`src/hw/rtl/mctef_pkg.sv`:
```
`timescale 1ns / 1ps
`default_nettype none

package mctef_pkg;

   localparam int EVENT_DEPTH  = 64;
   localparam int EV_IDX_W     = (EVENT_DEPTH > 1) ? $clog2(EVENT_DEPTH) : 1;
   localparam int EV_CNT_W     = $clog2(EVENT_DEPTH + 1);

   localparam int RSPQ_DEPTH   = 3;
   localparam int RSPQ_IDX_W   = $clog2(RSPQ_DEPTH);
   localparam int RSPQ_CNT_W   = $clog2(RSPQ_DEPTH + 1);

   localparam int CSR_IDX_W    = 3;
   localparam int CSR_DATA_W   = 15;

   localparam logic [CSR_IDX_W-1:0] CSR_SCREEN_WIDTH  = 3'd0;
   localparam logic [CSR_IDX_W-1:0] CSR_SCREEN_HEIGHT = 3'd1;
   localparam logic [CSR_IDX_W-1:0] CSR_CURSOR_WIDTH  = 3'd2;
   localparam logic [CSR_IDX_W-1:0] CSR_CURSOR_HEIGHT = 3'd3;
   localparam logic [CSR_IDX_W-1:0] CSR_MIN_VISIBLE   = 3'd4;

   localparam logic OP_PACKET = 1'b0;
   localparam logic OP_POP    = 1'b1;

   localparam logic signed [15:0] CURSOR_RESET = 16'sd100;

   typedef struct packed {
      logic              op;
      logic [7:0]        status_byte;
      logic signed [7:0] delta_x;
      logic signed [7:0] delta_y;
   } req_type;

   typedef struct packed {
      logic signed [15:0] cursor_x_out;
      logic signed [15:0] cursor_y_out;
      logic               left_down;
      logic               right_down;
      logic               left_press;
      logic               left_release;
      logic               event_valid;
      logic signed [7:0]  event_dx;
      logic signed [7:0]  event_dy;
      logic               event_left;
      logic               event_right;
      logic               event_dropped;
   } rsp_type;

   typedef struct packed {
      logic [14:0] screen_width_limit;
      logic [14:0] screen_height_limit;
      logic [7:0]  pointer_width;
      logic [7:0]  pointer_height;
      logic [7:0]  min_visible;
   } cfg_type;

   typedef struct packed {
      logic       right;
      logic       left;
      logic [7:0] dy;
      logic [7:0] dx;
   } event_type;

   typedef struct packed {
      logic signed [15:0] x;
      logic signed [15:0] y;
      logic               left;
      logic               right;
   } cursor_type;

   typedef struct packed {
      logic clicked;
      logic released;
   } edge_type;

   typedef struct packed {
      logic hit;
      logic dropped;
   } evq_status_type;

endpackage

`default_nettype wire

```
`src/hw/rtl/mctef_cursor.sv`:
```
`timescale 1ns / 1ps
`default_nettype none

module mctef_cursor (
   input  wire                     clock,
   input  wire                     reset,
   input  mctef_pkg::cfg_type      cfg,
   input  wire                     upd_en,
   input  wire  [7:0]              status_byte,
   input  wire  signed [7:0]       delta_x,
   input  wire  signed [7:0]       delta_y,
   output mctef_pkg::cursor_type   cur,
   output mctef_pkg::edge_type     edges
);
   import mctef_pkg::*;

   logic signed [15:0] cur_x_ff, cur_x_in;
   logic signed [15:0] cur_y_ff, cur_y_in;
   logic               left_ff, left_in;
   logic               right_ff, right_in;

   logic signed [17:0] sum_x, sum_y;
   logic signed [17:0] lo_x, hi_x, lo_y, hi_y;
   logic signed [17:0] clo_x, clo_y, fin_x, fin_y;

   always_comb begin
      sum_x = {{2{cur_x_ff[15]}}, cur_x_ff} + {{10{delta_x[7]}}, delta_x};
      sum_y = {{2{cur_y_ff[15]}}, cur_y_ff} - {{10{delta_y[7]}}, delta_y};
      lo_x  = {10'b0, cfg.min_visible} - {10'b0, cfg.pointer_width};
      lo_y  = {10'b0, cfg.min_visible} - {10'b0, cfg.pointer_height};
      hi_x  = {3'b0, cfg.screen_width_limit} - {10'b0, cfg.min_visible};
      hi_y  = {3'b0, cfg.screen_height_limit} - {10'b0, cfg.min_visible};
      clo_x = (sum_x < lo_x) ? lo_x : sum_x;
      clo_y = (sum_y < lo_y) ? lo_y : sum_y;
      fin_x = (clo_x >= hi_x) ? hi_x : clo_x;
      fin_y = (clo_y >= hi_y) ? hi_y : clo_y;

      cur_x_in = cur_x_ff;
      cur_y_in = cur_y_ff;
      left_in  = left_ff;
      right_in = right_ff;
      if (upd_en) begin
         cur_x_in = fin_x[15:0];
         cur_y_in = fin_y[15:0];
         left_in  = status_byte[0];
         right_in = status_byte[1];
      end

      edges.clicked  = status_byte[0] & ~left_ff;
      edges.released = ~status_byte[0] & left_ff;
   end

   always_ff @(posedge clock) begin
      if (reset) begin
         cur_x_ff <= CURSOR_RESET;
         cur_y_ff <= CURSOR_RESET;
         left_ff  <= 1'b0;
         right_ff <= 1'b0;
      end else begin
         cur_x_ff <= cur_x_in;
         cur_y_ff <= cur_y_in;
         left_ff  <= left_in;
         right_ff <= right_in;
      end
   end

   assign cur.x     = cur_x_ff;
   assign cur.y     = cur_y_ff;
   assign cur.left  = left_ff;
   assign cur.right = right_ff;

endmodule

`default_nettype wire

```
`src/hw/rtl/mctef_event_queue.sv`:
```
`timescale 1ns / 1ps
`default_nettype none

module mctef_event_queue (
   input  wire                        clock,
   input  wire                        reset,
   input  wire                        push,
   input  mctef_pkg::event_type       push_data,
   input  wire                        pop,
   output mctef_pkg::evq_status_type  status,
   output mctef_pkg::event_type       rd_data
);
   import mctef_pkg::*;

   event_type             mem [EVENT_DEPTH];
   event_type             rd_data_ff;

   logic [EV_IDX_W-1:0]   head_ff, head_in;
   logic [EV_IDX_W-1:0]   tail_ff, tail_in;
   logic [EV_CNT_W-1:0]   count_ff, count_in;
   logic                  full, nonempty, pop_do;

   function automatic logic [EV_IDX_W-1:0] next_idx(input logic [EV_IDX_W-1:0] i);
      logic [EV_IDX_W-1:0] n;
      n = (i == EV_IDX_W'(EVENT_DEPTH - 1)) ? '0 : i + 1'b1;
      return n;
   endfunction

   always_comb begin
      full     = (count_ff == EV_CNT_W'(EVENT_DEPTH));
      nonempty = (count_ff != '0);
      pop_do   = pop & nonempty;

      head_in  = head_ff;
      tail_in  = tail_ff;
      count_in = count_ff;
      if (push) begin
         tail_in = next_idx(tail_ff);
         if (full) begin
            head_in = next_idx(head_ff);
         end else begin
            count_in = count_ff + 1'b1;
         end
      end else if (pop_do) begin
         head_in  = next_idx(head_ff);
         count_in = count_ff - 1'b1;
      end
   end

   always_ff @(posedge clock) begin
      if (reset) begin
         head_ff  <= '0;
         tail_ff  <= '0;
         count_ff <= '0;
      end else begin
         head_ff  <= head_in;
         tail_ff  <= tail_in;
         count_ff <= count_in;
      end
   end

   always_ff @(posedge clock) begin
      if (push) begin
         mem[tail_ff] <= push_data;
      end
      if (pop_do) begin
         rd_data_ff <= mem[head_ff];
      end
   end

   assign status.hit     = nonempty;
   assign status.dropped = full;
   assign rd_data        = rd_data_ff;

endmodule

`default_nettype wire

```
`src/hw/rtl/mctef_rsp_queue.sv`:
```
`timescale 1ns / 1ps
`default_nettype none

module mctef_rsp_queue (
   input  wire                          clock,
   input  wire                          reset,
   input  wire                          push,
   input  mctef_pkg::rsp_type           push_data,
   output logic                         rsp_valid,
   input  wire                          rsp_ready,
   output mctef_pkg::rsp_type           rsp_data,
   output logic [mctef_pkg::RSPQ_CNT_W-1:0] level
);
   import mctef_pkg::*;

   rsp_type                entry_ff [RSPQ_DEPTH];
   logic [RSPQ_IDX_W-1:0]  wr_ptr_ff, wr_ptr_in;
   logic [RSPQ_IDX_W-1:0]  rd_ptr_ff, rd_ptr_in;
   logic [RSPQ_CNT_W-1:0]  cnt_ff, cnt_in;
   logic                   pop;

   function automatic logic [RSPQ_IDX_W-1:0] next_ptr(input logic [RSPQ_IDX_W-1:0] p);
      logic [RSPQ_IDX_W-1:0] n;
      n = (p == RSPQ_IDX_W'(RSPQ_DEPTH - 1)) ? '0 : p + 1'b1;
      return n;
   endfunction

   always_comb begin
      pop       = rsp_valid & rsp_ready;
      wr_ptr_in = push ? next_ptr(wr_ptr_ff) : wr_ptr_ff;
      rd_ptr_in = pop ? next_ptr(rd_ptr_ff) : rd_ptr_ff;
      cnt_in    = cnt_ff;
      if (push && !pop) begin
         cnt_in = cnt_ff + 1'b1;
      end else if (pop && !push) begin
         cnt_in = cnt_ff - 1'b1;
      end
   end

   always_ff @(posedge clock) begin
      if (reset) begin
         wr_ptr_ff <= '0;
         rd_ptr_ff <= '0;
         cnt_ff    <= '0;
      end else begin
         wr_ptr_ff <= wr_ptr_in;
         rd_ptr_ff <= rd_ptr_in;
         cnt_ff    <= cnt_in;
      end
   end

   always_ff @(posedge clock) begin
      if (push) begin
         entry_ff[wr_ptr_ff] <= push_data;
      end
   end

   assign rsp_valid = (cnt_ff != '0);
   assign rsp_data  = entry_ff[rd_ptr_ff];
   assign level     = cnt_ff;

endmodule

`default_nettype wire

```
`src/hw/rtl/mouse_cursor_tracker_event_fifo.sv`:
```
// channel  | signals                              | transfer when
// ---------+--------------------------------------+------------------------
// req      | req_valid, req_ready, req_data       | req_valid && req_ready
// rsp      | rsp_valid, rsp_ready, rsp_data       | rsp_valid && rsp_ready
// csr      | csr_wr_en, csr_index, csr_wdata      | csr_wr_en
//
// one item per cycle sustained while req_ready is high; a result passes the stage
// register and then the output queue, and the event ram read is registered
// cursor add and clamp plus at most one event ram access per item, all in the accept cycle
// synchronous reset sets the cursor to its reset position, clears buttons, queue pointers and the
// stage register, loads config defaults; the event ram is not cleared, unwritten entries are never read
// results wait in a three-entry queue; req_ready depends on registered occupancy only
`timescale 1ns / 1ps
`default_nettype none

module mouse_cursor_tracker_event_fifo (
   input  wire                                  clock,
   input  wire                                  reset,
   input  wire                                  req_valid,
   output logic                                 req_ready,
   input  mctef_pkg::req_type                   req_data,
   output logic                                 rsp_valid,
   input  wire                                  rsp_ready,
   output mctef_pkg::rsp_type                   rsp_data,
   input  wire                                  csr_wr_en,
   input  wire  [mctef_pkg::CSR_IDX_W-1:0]      csr_index,
   input  wire  [mctef_pkg::CSR_DATA_W-1:0]     csr_wdata
);
   import mctef_pkg::*;

   typedef struct packed {
      logic valid;
      logic ev_hit;
      logic clicked;
      logic released;
      logic dropped;
   } stage_type;

   cfg_type                cfg_ff, cfg_in;
   stage_type              s1_ff, s1_in;

   logic                   accept, is_packet, is_pop;
   cursor_type             cur;
   edge_type               edges;
   evq_status_type         evq_status;
   event_type              push_ev, rd_ev;
   rsp_type                result;
   logic [RSPQ_CNT_W-1:0]  rspq_level;
   logic [RSPQ_CNT_W:0]    pending;

   always_comb begin
      pending   = {1'b0, rspq_level} + {{RSPQ_CNT_W{1'b0}}, s1_ff.valid};
      req_ready = (pending < (RSPQ_CNT_W + 1)'(RSPQ_DEPTH));
      accept    = req_valid & req_ready;
      is_packet = accept & (req_data.op == OP_PACKET);
      is_pop    = accept & (req_data.op == OP_POP);

      push_ev.dx    = req_data.delta_x;
      push_ev.dy    = req_data.delta_y;
      push_ev.left  = req_data.status_byte[0];
      push_ev.right = req_data.status_byte[1];
   end

   // configuration registers
   always_comb begin
      cfg_in = cfg_ff;
      if (csr_wr_en) begin
         unique case (csr_index)
            CSR_SCREEN_WIDTH:  cfg_in.screen_width_limit  = csr_wdata;
            CSR_SCREEN_HEIGHT: cfg_in.screen_height_limit = csr_wdata;
            CSR_CURSOR_WIDTH:  cfg_in.pointer_width       = csr_wdata[7:0];
            CSR_CURSOR_HEIGHT: cfg_in.pointer_height      = csr_wdata[7:0];
            CSR_MIN_VISIBLE:   cfg_in.min_visible         = csr_wdata[7:0];
            default:           cfg_in = cfg_ff;
         endcase
      end
   end

   always_comb begin
      s1_in.valid    = accept;
      s1_in.ev_hit   = is_pop & evq_status.hit;
      s1_in.clicked  = is_packet & edges.clicked;
      s1_in.released = is_packet & edges.released;
      s1_in.dropped  = is_packet & evq_status.dropped;
   end

   always_ff @(posedge clock) begin
      if (reset) begin
         cfg_ff.screen_width_limit  <= '0;
         cfg_ff.screen_height_limit <= '0;
         cfg_ff.pointer_width       <= 8'd16;
         cfg_ff.pointer_height      <= 8'd16;
         cfg_ff.min_visible         <= 8'd4;
         s1_ff                      <= '0;
      end else begin
         cfg_ff <= cfg_in;
         s1_ff  <= s1_in;
      end
   end

   mctef_cursor u_cursor (
      .clock       (clock),
      .reset       (reset),
      .cfg         (cfg_ff),
      .upd_en      (is_packet),
      .status_byte (req_data.status_byte),
      .delta_x     (req_data.delta_x),
      .delta_y     (req_data.delta_y),
      .cur         (cur),
      .edges       (edges)
   );

   mctef_event_queue u_event_queue (
      .clock     (clock),
      .reset     (reset),
      .push      (is_packet),
      .push_data (push_ev),
      .pop       (is_pop),
      .status    (evq_status),
      .rd_data   (rd_ev)
   );

   // result assembly, cursor registers already hold the post-item state
   always_comb begin
      result.cursor_x_out  = cur.x;
      result.cursor_y_out  = cur.y;
      result.left_down     = cur.left;
      result.right_down    = cur.right;
      result.left_press    = s1_ff.clicked;
      result.left_release  = s1_ff.released;
      result.event_valid   = s1_ff.ev_hit;
      result.event_dx      = s1_ff.ev_hit ? rd_ev.dx : 8'sd0;
      result.event_dy      = s1_ff.ev_hit ? rd_ev.dy : 8'sd0;
      result.event_left    = s1_ff.ev_hit & rd_ev.left;
      result.event_right   = s1_ff.ev_hit & rd_ev.right;
      result.event_dropped = s1_ff.dropped;
   end

   mctef_rsp_queue u_rsp_queue (
      .clock     (clock),
      .reset     (reset),
      .push      (s1_ff.valid),
      .push_data (result),
      .rsp_valid (rsp_valid),
      .rsp_ready (rsp_ready),
      .rsp_data  (rsp_data),
      .level     (rspq_level)
   );

endmodule

`default_nettype wire

```
`config.mk`:
```
export PLATFORM = sky130hd
export DESIGN_NAME = mouse_cursor_tracker_event_fifo
export DESIGN_NICKNAME = d
export VERILOG_FILES = /design/src/hw/rtl/mctef_pkg.sv /design/src/hw/rtl/mctef_cursor.sv /design/src/hw/rtl/mctef_event_queue.sv /design/src/hw/rtl/mctef_rsp_queue.sv /design/src/hw/rtl/mouse_cursor_tracker_event_fifo.sv
export SDC_FILE = /design/constraint.sdc
export NUM_CORES = 2
export LEC_CHECK = 0
export ABC_AREA = 0
export BUFFER_PORTS_ARGS = -buffer_cell sky130_fd_sc_hd__buf_4
export CAP_MARGIN = 20
export CORE_UTILIZATION = 55
export DETAILED_ROUTE_END_ITERATION = 6
export GPL_TIMING_DRIVEN = 0
export PLACE_DENSITY = 0.71
export SLEW_MARGIN = 20
export SYNTH_ARGS = -nofsm -noshare
export SYNTH_HDL_FRONTEND = slang
export SYNTH_SLANG_ARGS = --single-unit
```
`constraint.sdc`:
```
create_clock -name clock -period 11.4 [get_ports clock]
set_clock_uncertainty 0.05 [all_clocks]
set_input_delay 0 -clock clock [delete_from_list [all_inputs] [get_ports clock]]
set_output_delay 0 -clock clock [all_outputs]
set_load 0.01 [all_outputs]
```
==> impl_metrics.yaml <==
setup_path:
  cp-end-kind: "flip-flop"
  crit_slowest_cell: "buf_4"
  startpoint_type: "input pin"
  critPathRequiredTime_ps: 12020
  crit_fanout: 65
  crit_top_cell: "ha_1"
  critical_path_arrival_ps: 7980
  slowest_delay_ps: 610
  crit_type: "in2reg"
clocking:
  cts_tree: "done"
  root_buffer: "clkbuf_16"
  cts_buffers: 147
  htree_levels: 4
  clock_sinks: 1458
  insertion_delay_ps: 790
  path_clk_slew_ps: 60
  post_cts.resized_instances: 0
  cts_hold_buf: 74
  cts_max_path_buffers: 3
  postCtsSetupBuffers: 0
pwr:
  p_clk_share_pct: 33.7
  powerDensity_nw_per_um2: 203.9
  ir_worst_vdd_mv: 0.1459
  p_leak_nw: 22.57
  p_seq_share_pct: 43.0
  p_int_mw: 10.15
  net-switching-power_mw: 4.045
  p_comb_share_pct: 23.3
  p_sw_share_pct: 28.49
place:
  gp_congestion: 0.9335
  dp_hpwl_um: 98790
  port-buffer-count: 99
  placed_area_um2: 64080
  pre_cts_slack_ps: 3885
timing:
  finalSetupViolations: 0
  fin_setup_tns_ps: 0
  rsz0062_at_grt: "no"
  hold_viol_final: 0
  setup_ws_ps: 4042
  relSlewSlack_pct: 21.79
  drv_slew: 0
  worstMarginPinSlew_ps: 1167
  finalCriticalPeriod_ps: 7358
  fin_crit_sh_pct: 64.55
  max_freq_mhz: 135.9
outcome:
  status: "finished clean"
flow_run:
  cap_violations: 0
layout:
  final_nets: 3934
  nFillCells: 7299
  layout-drive-gt1-share_pct: 22.90
  ff_latch_area_um2: 42580
  design_area_um2: 69610
  area_growth_pct: 15.18
  multi_input_area_um2: 17160
route:
  dr.pass1.iters: 5
  drt_first_iter_violations: 3755
  route.vias.total: 33230
  routed_wl_um: 151100
  routed_via_density: 6.308
  wl_per_cell_um: 28.69
  postRouteAntennaNets: 0
  drc: 0
yosys:
  synth_top_area_share_pct: 66.48
  synth_area_um2: 60440
  yosys-top-cells-area: "edfxtp_1, mux4_2, dfxtp_1, ha_1, nand2_1"
  yosysSeqAreaShare_pct: 70.46
  ys_types: 77
  synth_edf_count: 1338
  synth-seq-cells: 1458
  synth_async_sr_flop_share_pct: 0
  syn_inst: 3339
  synth_common_cells: "edfxtp_1, mux4_2, nand2_1"
  synth.most_common_cell: "edfxtp_1"
  yosys.area.top_type: "edfxtp_1"
  yosys_warnings: 0
  synthFlopType: "edfxtp_1"
  syn_nets: 3534
  avgSynthCellArea_um2: 18.10
global_route:
  grt_pass1_vias: 32810
  track_usage_pct: 27.56
  grt_antenna_before_repair: 13
  grt_max_degree: 74
  grt_pass1_wl_um: 220900
  grt_overflow: 0
floorplan:
  die_y_um: 333.5
  core-area_um2: 108900
  die_w_um: 333.5
  rows: 121
  die_area_um2: 111200
  ioPinCount: 106
  start_util_pct: 55.52
hold_path:
  hold_class: "in2reg"
[power groups by stage]
stage | logic [mW] | clock network, mW | registers (mW)
3_5_place_dp | 3.25 | 0 | 6.21
6_report | 3.30 | 4.79 | 6.10
2_1_floorplan | 2.17 | 0 | 6.16
4_1_cts | 3.29 | 4.83 | 6.10
5_1_grt | 3.55 | 5.02 | 6.11
3_3_place_gp | 3.20 | 0 | 6.21
[final cells by class]
class,instances,area share [%]
clock buffers,186,5.599
repair buffers,251,3.494
clock inverters,75,1.226
well taps,1414,2.542
plain buffers,158,0.9059
diodes,2,0.007190
multi-input cells,1648,24.65
flip-flops and latches,1458,61.17
inverters,75,0.4044
[worst max-delay path: cells and delay by family]
| family | cells | cell delay [ps] |
|---|---|---|
| buffers and inverters | 7 | 2620 |
| adders and majority gates | 3 | 980 |
| AOI/OAI and AO/OA | 10 | 2360 |
| muxes | 1 | 400 |
| and+or+nand+nor | 9 | 1570 |
[per-stage QoR]
stage / total power, mW / util [%] / hold slack (ps) / instances
after floorplan: 8.338 / - / 26.15 / 3339
after global placement: 9.414 / 57.83 / 223.1 / 4852
after detailed placement: 9.461 / 58.87 / 225.3 / 4928
after CTS: 14.23 / 63.92 / 4.624 / 5263
after global routing: 14.68 / 63.95 / 50.87 / 5265
final: 14.20 / 63.95 / 45.91 / 5267
[final timing paths]
path                                           from                                 end  slack [ps]  cells after the start
setup / recovery                        req_data[7]   u_cursor.cur_y_ff[4]$_SDFFE_PP0P_        4040                     30
hold / removal                         csr_wdata[0]             cfg_ff[16]$_SDFFE_PP0P_          50                      4
setup reg to reg  u_cursor.cur_x_ff[0]$_SDFFE_PP0P_  u_cursor.cur_x_ff[11]$_SDFFE_PP0P_        4260                     27
hold reg to reg             cfg_ff[11]$_SDFFE_PP0P_             cfg_ff[11]$_SDFFE_PP0P_         400                      2
[state kept, by name, summed over array words and instances (netlist names), 4 cells and up, named ones only]
signal,cells
cfg_ff,54
result,4
u_cursor.cur_x_ff,16
u_cursor.cur_y_ff,16
u_event_queue.count_ff,7
u_event_queue.head_ff,6
u_event_queue.mem,1152
u_event_queue.rd_data,18
u_event_queue.tail_ff,6
u_rsp_queue.entry_ff,168
[layout by cell type (no fill, tap or decap), drive strengths merged, types with 8 or more instances in the layout]
master       instances
a2111oi              8
a211o                9
a211oi              18
a21o                39
a21oi              132
a311oi               9
and2                26
buf                219
bufinv              13
clkbuf             302
clkinv              51
dfxtp              120
dlygate4sd3         74
edfxtp            1338
ha                 140
inv                 83
mux2i               70
mux4               378
nand2              238
nand2b              12
nand3               24
nand3b              17
nand4               13
nor2               157
nor2b               10
nor3                28
o21a                 8
o21ai              107
or2                 10
or3                 13
xnor2               44
xor2                32
[logic make-up (layout without fill, tap and decap cells)]
group | Yosys count | after routing | synth area share (%)
DFF | 1458 | 1458 | 70.46
and+or+nand+nor | 576 | 576 | 4.333
muxes | 455 | 455 | 15.39
AOI/OAI and AO/OA | 394 | 394 | 4.091
buffers and inverters | 233 | 745 | 1.501
adders and majority gates | 147 | 147 | 3.130
xor gates and xnor gates | 76 | 76 | 1.101
other | 0 | 2 | 0
[routing by layer]
| metal | wire (µm) | up-vias | global-route usage (%) | part of all wire, % |
|---|---|---|---|---|
| li1 | - | 14210 | - | - |
| met1 | 61630 | 17150 | 39.59 | 41 |
| met2 | 70990 | 1623 | 42.77 | 47 |
| met3 | 14000 | 244 | 5.634 | 9.3 |
| met4 | 4456 | 2 | 8.775 | 2.9 |
| met5 | 12 | - | 0 | 0.0079 |
Power figures use the tool's default switching activity.
